$ cat config.mk
export PLATFORM = sky130hd
export DESIGN_NAME = ddok_ctrl
export DESIGN_NICKNAME = d
export VERILOG_FILES = /design/src/sv/ddok_pkg.sv /design/src/sv/ddok_ctrl.sv
export SDC_FILE = /design/constraint.sdc
export NUM_CORES = 1
export LEC_CHECK = 0
export BUFFER_PORTS_ARGS = -buffer_cell sky130_fd_sc_hd__buf_2
export CORE_ASPECT_RATIO = 0.8
export CORE_MARGIN = 10
export CORE_UTILIZATION = 55
export CTS_CLUSTER_SIZE = 24
export DETAILED_ROUTE_END_ITERATION = 6
export GPL_TIMING_DRIVEN = 0
export HOLD_SLACK_MARGIN = 0.05
export PLACE_DENSITY_LB_ADDON = 0.1
export SLEW_MARGIN = 10
export SYNTH_ARGS = -nofsm -noshare
export SYNTH_HDL_FRONTEND = slang
export SYNTH_SLANG_ARGS = --single-unit
$ cat constraint.sdc
create_clock -name aclk -period 5.64 [get_ports aclk]
set_input_delay 0.846 -clock aclk [delete_from_list [all_inputs] [get_ports aclk]]
set_output_delay 0.846 -clock aclk [all_outputs]
set_load 0.005 [all_outputs]
$ cat src/sv/ddok_pkg.sv
// shared types, constants and helper functions for the odometry kinematics block
package ddok_pkg;

    // configuration port geometry
    localparam int CFG_IDX_W  = 3;
    localparam int CFG_DATA_W = 24;

    // register indexes
    localparam logic [CFG_IDX_W-1:0] REG_RADIUS_TIMES_STEP   = 3'd0;
    localparam logic [CFG_IDX_W-1:0] REG_ANGLE_PER_WHEEL_GAP = 3'd1;
    localparam logic [CFG_IDX_W-1:0] REG_TICKS_PER_SECOND    = 3'd2;
    localparam logic [CFG_IDX_W-1:0] REG_HALF_TRACK          = 3'd3;
    localparam logic [CFG_IDX_W-1:0] REG_INVERSE_RADIUS      = 3'd4;
    localparam logic [CFG_IDX_W-1:0] REG_TORQUE_LIMIT        = 3'd5;

    // register reset values
    localparam logic [23:0] RST_RADIUS_TIMES_STEP   = 24'd1258;
    localparam logic [23:0] RST_ANGLE_PER_WHEEL_GAP = 24'd7853466;
    localparam logic [15:0] RST_TICKS_PER_SECOND    = 16'd1000;
    localparam logic [15:0] RST_HALF_TRACK          = 16'd44;
    localparam logic [15:0] RST_INVERSE_RADIUS      = 16'd3413;
    localparam logic [15:0] RST_TORQUE_LIMIT        = 16'd1280;

    // cordic
    localparam int CORDIC_STEPS_DEF = 16;
    localparam int ATAN_DEPTH       = 24;
    localparam int ITER_W           = 5;
    localparam int CW               = 34;
    localparam logic signed [CW-1:0] CORDIC_GAIN = 34'sd652032874;

    // datapath widths
    localparam int A_W = 41;
    localparam int B_W = 34;
    localparam int P_W = A_W + B_W;
    localparam logic signed [B_W-1:0] TWO_PI_Q20 = 34'sd6588397;
    localparam logic signed [A_W-1:0] RATE_CLAMP = 41'sd274877906944;

    // multiply operations, in issue order
    typedef enum logic [3:0] {
        OP_DL   = 4'd0,
        OP_DR   = 4'd1,
        OP_TURN = 4'd2,
        OP_FV   = 4'd3,
        OP_RATE = 4'd4,
        OP_TV   = 4'd5,
        OP_YH   = 4'd6,
        OP_LJ   = 4'd7,
        OP_RJ   = 4'd8,
        OP_X    = 4'd9,
        OP_Y    = 4'd10
    } op_t;

    // commands from controller to datapath
    typedef struct packed {
        logic              capture;
        logic              load;
        logic              mult;
        logic              mult_hi;
        logic              store;
        op_t               op;
        logic              cinit;
        logic              citer;
        logic [ITER_W-1:0] iter;
        logic              out_load;
    } ddok_cmd_t;

    // successor in the multiply sequence
    function automatic op_t next_op(input op_t op);
        op_t r;
        unique case (op)
            OP_DL:   r = OP_DR;
            OP_DR:   r = OP_TURN;
            OP_TURN: r = OP_FV;
            OP_FV:   r = OP_RATE;
            OP_RATE: r = OP_TV;
            OP_TV:   r = OP_YH;
            OP_YH:   r = OP_LJ;
            OP_LJ:   r = OP_RJ;
            OP_RJ:   r = OP_X;
            OP_X:    r = OP_Y;
            OP_Y:    r = OP_DL;
            default: r = OP_DL;
        endcase
        return r;
    endfunction

    // arctangent table in q.32 turns
    function automatic logic [31:0] atan_turn(input logic [ITER_W-1:0] i);
        logic [31:0] r;
        unique case (i)
            5'd0:  r = 32'h20000000;
            5'd1:  r = 32'h12E4051E;
            5'd2:  r = 32'h09FB385B;
            5'd3:  r = 32'h051111D4;
            5'd4:  r = 32'h028B0D43;
            5'd5:  r = 32'h0145D7E1;
            5'd6:  r = 32'h00A2F61E;
            5'd7:  r = 32'h00517C55;
            5'd8:  r = 32'h0028BE53;
            5'd9:  r = 32'h00145F2F;
            5'd10: r = 32'h000A2F98;
            5'd11: r = 32'h000517CC;
            5'd12: r = 32'h00028BE6;
            5'd13: r = 32'h000145F3;
            5'd14: r = 32'h0000A2FA;
            5'd15: r = 32'h0000517D;
            5'd16: r = 32'h000028BE;
            5'd17: r = 32'h0000145F;
            5'd18: r = 32'h00000A30;
            5'd19: r = 32'h00000518;
            5'd20: r = 32'h0000028C;
            5'd21: r = 32'h00000146;
            5'd22: r = 32'h000000A3;
            5'd23: r = 32'h00000051;
            default: r = 32'h0;
        endcase
        return r;
    endfunction

    // saturate to a signed 16 bit value
    function automatic logic [15:0] sat16(input logic signed [P_W-1:0] v);
        logic [15:0] r;
        if (v > 75'sd32767) begin
            r = 16'h7FFF;
        end else if (v < -75'sd32768) begin
            r = 16'h8000;
        end else begin
            r = v[15:0];
        end
        return r;
    endfunction

endpackage

$ cat src/sv/ddok_ctrl.sv
// sequencer for the shared multiplier, the cordic iterations and the result beat
module ddok_ctrl
    import ddok_pkg::*;
#(
    parameter int CORDIC_STEPS = CORDIC_STEPS_DEF
) (
    input  logic      aclk,
    input  logic      aresetn,
    input  logic      s_valid,
    output logic      s_ready,
    output logic      m_valid,
    input  logic      m_ready,
    output ddok_cmd_t cmd
);

    localparam int NITER = (CORDIC_STEPS < ATAN_DEPTH) ? CORDIC_STEPS : ATAN_DEPTH;
    localparam logic [ITER_W-1:0] LAST_ITER = ITER_W'(NITER - 1);

    typedef enum logic [7:0] {
        ST_IDLE    = 8'b00000001,
        ST_LOAD    = 8'b00000010,
        ST_MULT    = 8'b00000100,
        ST_MULT_HI = 8'b00001000,
        ST_STORE   = 8'b00010000,
        ST_CINIT   = 8'b00100000,
        ST_CITER   = 8'b01000000,
        ST_OUT     = 8'b10000000
    } state_t;

    state_t            state_reg, state_next;
    op_t               op_reg, op_next;
    logic [ITER_W-1:0] iter_reg, iter_next;
    logic              m_valid_reg, m_valid_next;
    logic              out_free;

    assign s_ready  = (state_reg == ST_IDLE);
    assign m_valid  = m_valid_reg;
    assign out_free = !m_valid_reg || m_ready;

    // next state and commands
    always_comb begin
        state_next   = state_reg;
        op_next      = op_reg;
        iter_next    = iter_reg;
        cmd          = '0;
        cmd.op       = op_reg;
        cmd.iter     = iter_reg;
        m_valid_next = m_ready ? 1'b0 : m_valid_reg;
        unique case (state_reg)
            ST_IDLE: begin
                if (s_valid) begin
                    cmd.capture = 1'b1;
                    op_next     = OP_DL;
                    state_next  = ST_LOAD;
                end
            end
            ST_LOAD: begin
                cmd.load   = 1'b1;
                state_next = ST_MULT;
            end
            ST_MULT: begin
                cmd.mult   = 1'b1;
                state_next = ST_MULT_HI;
            end
            ST_MULT_HI: begin
                cmd.mult_hi = 1'b1;
                state_next  = ST_STORE;
            end
            ST_STORE: begin
                cmd.store = 1'b1;
                op_next   = next_op(op_reg);
                if (op_reg == OP_RJ) begin
                    state_next = ST_CINIT;
                end else if (op_reg == OP_Y) begin
                    state_next = ST_OUT;
                end else begin
                    state_next = ST_LOAD;
                end
            end
            ST_CINIT: begin
                cmd.cinit  = 1'b1;
                iter_next  = '0;
                state_next = ST_CITER;
            end
            ST_CITER: begin
                cmd.citer = 1'b1;
                iter_next = iter_reg + 1'b1;
                if (iter_reg == LAST_ITER) begin
                    state_next = ST_LOAD;
                end
            end
            ST_OUT: begin
                if (out_free) begin
                    cmd.out_load = 1'b1;
                    m_valid_next = 1'b1;
                    state_next   = ST_IDLE;
                end
            end
            default: begin
                state_next = ST_IDLE;
            end
        endcase
    end

    // state registers
    always_ff @(posedge aclk) begin
        if (!aresetn) begin
            state_reg   <= ST_IDLE;
            op_reg      <= OP_DL;
            iter_reg    <= '0;
            m_valid_reg <= 1'b0;
        end else begin
            state_reg   <= state_next;
            op_reg      <= op_next;
            iter_reg    <= iter_next;
            m_valid_reg <= m_valid_next;
        end
    end

endmodule

* Word-level counts from Yosys, hierarchy flattened *
Memory sizes are Yosys's and may differ from the RTL's. A register that Yosys moved wholly into a read port is not among the register bits.
Cells that the tools add are included.
Widths: inputs -> output; s select.

operators by class
  add/sub/neg operators = 1
  reductions and logical operators = 6
  equality and inequality tests = 14
  muxes and demuxes = 24

operators with widths
  cell                 number
  $pmux 8 s8           1
  $mux 8               5
  $mux 1               13
  $mux 4               3
  $pmux 5 s2           1
  $eq 4x4->1 const B   2
  $eq 8x1->1 const B   1
  $eq 8x2->1 const B   1
  $eq 8x3->1 const B   1
  $eq 8x4->1 const B   1
  $eq 8x5->1 const B   1
  $eq 8x6->1 const B   1
  $eq 8x7->1 const B   1
  $eq 8x8->1 const B   1
  $pmux 4 s2           1
  $ne 2x2->1 const B   3
  $add 5x1->5 const B  1
  $eq 5x4->1 const B   1
  $reduce_bool 2->1    2
  $reduce_and 3->1     1
  $reduce_and 2->1     1
  $logic_not 1->1      1
  $logic_or 1x1->1     1

storage, ports and cells
  input port bits = 4
  word-level logic and storage cells = 50
  output and inout port bits = 19
  memories kept = 1
  ROM bits = 64
  register bits after elaboration = 18

memory list
  memory            depth  bits a word  rd ports  clocked after memory_dff  wr ports  RTL line        source
  (name not given)  16     4            1         1                         0         ddok_pkg.sv:70  unique case (op)

* Depth between registers and ports, before layout *
  depth after elaboration = 5
  gate-level depth with buffers = 9
  mapped depth without buffers = 8

* Worst setup path after synthesis *
Ideal clock, no wire load.

  path type = reg-to-output
  start = reg state_reg[0]
  end = out cmd[0] (netlist name)
  cell stages (with the launch flop) = 5
  slack = 3.272 ns
  arrival = 1.522 ns
  path buffers = 1
  required time = 4.794 ns
  cells stage by stage = dfxtp_1 buf_2 or4_1 or4_4 nor2b_1

RTL lines
  element                   RTL line          source
  start: declaration        ddok_ctrl.sv:30   state_t state_reg, state_next;
  start signal: assignment  ddok_ctrl.sv:113  state_reg <= state_next;
  end: declaration          ddok_ctrl.sv:13   output ddok_cmd_t cmd

==> impl_results.md <==
- Status: complete, no violations
- Antenna Nets Post-Route: 0
- Die W: 72.9 um
- Global-route wire length before repair: about 5200 um
- Vias: 1,205
- Avg WL per Cell: 15.7 um
- Avg Inst Size Synth: 8.27 um^2
- P_leak: 0.605 nW
- Max VDD drop: roughly 0.00027 V
- Layout cells sized above 1: ~23%
- # DRC: 0
- Worst slew pin tran: 0.529 ns
- Critical path type: flip-flop to output pin
- Final Skew: between 0.004 and 0.005 ns
- Routed WL: roughly 3100 um
- Remaining Overflow, GRT: 0
- Setup violators final: 0
- Reg2reg path depth: 8
- TritonCTS clock tree: built
- Mapped cell area: 0.00123 mm^2
- Int Power: ~0.26 mW
- Die area: roughly 0.0045 mm^2
- Die H: 62.3 um
- Clk_lat worst skew: around 0.31 ns
- Filler cells: 195
- Synth cell types: 47
- Post-CTS Setup Inserts: 0
- Antenna violations before repair: 0
- Via density per instance: between 6 and 7
- Place WS: approximately 3.1 ns
- EDFF count, synth: 0
- Area growth syn-to-layout: 15.7%
- Pre-antenna DRT Iters: 4
- Num ports: 23
- Relative slew margins: 64.5%
- CTS-repair resized insts: 0
- FF+latch count, synth: 22
- Part of the power in registers: between 40% and 50%
- Fin util: between 60% and 70%
- Seq/Total Area, Yosys: between 30% and 40%
- Pin count of the biggest net entering global routing: 14
- Hold depth: 1
- Fin area: ~0.0014 mm^2
- HP Class: flip-flop to flip-flop
- RSZ-0062 raised after global routing: no
- Dpl cell area: roughly 0.0014 mm^2
- Yosys top cell area share: between 30% and 40%
- Vias in the first global route: ~1,200
- Gpl congestion: a little over 0.9
- Clk pwr share: about a third
- Pwr Density: ~250 mW/mm^2
- Maximum clock rate: 341 MHz
- Ys flop type: dfxtp_1
- Cts bufs inserted: 3
- Clock Tree Root: clkbuf_4
- Slew Limit Fails: 0
- Cell taking the most area after synthesis: dfxtp_1
- Initial core utilization: around 58%
- Tmin final: about 2.9 ns
- Num Clock Sinks: 22
- Setup crit end kind: output pin
- Startpoint types: flip-flop
- Ranking of synthesized cells by area: dfxtp_1 36%, nor2_1 5.5%, inv_1 3.4%, a21oi_1 3.2%, ha_1 3.0%
- Most numerous cell in the Yosys netlist: dfxtp_1
- Final setup TNS: 0 ns
- CTS Buffer Depth: 2
- Asr flop ratio synth: 0%
- Crit Path Max Fanout: 10
- Overall routing resource usage: between 10% and 20%
- DRT iter0 DRCs: roughly 120
- Antenna fix cells: 0
- Fin crit share: around half
- Ys Warns: 0
- CTS Hold Bufs: 0
- Maxcap violations: 0
- Most frequent cells after synthesis: 22 x dfxtp_1, 18 x nor2_1, 11 x inv_1
- Clk slew on worst S/H paths: ~0.12 ns
- IO buf count: 22
- WP data arrival: about 2.1 ns
- Post-layout nets: between 150 and 200
- Synth Instances: 149
- Sw power: between 0.09 and 0.1 mW
- Comb pwr share: slightly below 20%
- Core Footprint: approximately 0.0021 mm^2
- Final Hold Viols: 0
- Hpwl dp: 2450 um
- Sw Share: 26.1%
- FP Rows: 15
- Critical Path RT: between 4 and 5 ns
- H-tree depth: 1
- Final WS setup: about 2.7 ns
- Syn_nets: 156
[cell usage in the layout, fill, tap and decap left out, types with 5 or more instances in the layout]
cell / synthesis / layout
nor3_1: 5 / 5
nor2_1: 18 / 18
dfxtp_1: 22 / 22
nand2b_1: 5 / 5
o21ai_0: 5 / 5
buf_2: 3 / 25
nand3_1: 5 / 5
a21oi_1: 8 / 8
nand2_1: 10 / 10
inv_1: 11 / 11
[per-stage QoR]
step / instances / hold slack, ns / power (mW)
after floorplan: 149 / 0.464 / 0.214
after global placement: 196 / 0.477 / 0.229
after detailed placement: 196 / 0.485 / 0.232
after CTS: 200 / 0.503 / 0.352
after global routing: 200 / 0.553 / 0.368
final: 200 / 0.499 / 0.350
[critical path, cell delays in order (launching register included)]
cell and delay [ns]:
dfxtp_1 0.32, buf_2 0.17, or4_1 0.54, or4_4 0.48, nor2b_1 0.15, buf_2 0.13
[worst paths after layout]
kind | startpoint | end | slack, ns
min reg2reg | iter_reg[3] | iter_reg[3] | 0.50
max | state_reg[0] | cmd[0] | 2.71
max reg2reg | state_reg[1] | flip-flop | 3.22
min | iter_reg[3] | iter_reg[3] | 0.50
[layout make-up]
cell class	count	area (um^2)	share of cell area (%)
sequential	22	440	30.9
multi-input combinational	108	709	49.7
inverter	12	45.0	3.16
clock buffer	3	22.5	1.58
timing repair buffer	22	110	7.72
buffer	7	37.5	2.63
tap	25	31.3	2.19
clock inverter	1	30.0	2.11
[logic make-up after synthesis]
logic type               after synthesis  synth area share [%]
AND/OR/NAND/NOR                       70                  31.9
AO/OA/AOI/OAI                         34                  21.9
flip-flops                            22                  35.7
buffers and inverters                 19                  6.70
adder cells (fa/ha/maj)                3                  3.05
XOR/XNOR                               1                 0.711
[routing by layer]
| layer | global-route usage [%] | part of all wire (%) |
|---|---|---|
| met5 | 0 | 0 |
| met2 | 21.0 | 46 |
| met3 | 4.92 | 9.3 |
| met4 | 2.84 | 0.98 |
| met1 | 17.7 | 44 |
[power groups by stage]
stage | registers [mW] | logic (mW) | clock network [mW]
detailed placement | 0.165 | 0.0669 | 0
global route | 0.162 | 0.0756 | 0.130
floorplan | 0.165 | 0.0492 | 0
finish | 0.162 | 0.0680 | 0.121
CTS | 0.162 | 0.0674 | 0.123
global placement | 0.165 | 0.0643 | 0
Power figures use the tool's default switching activity.
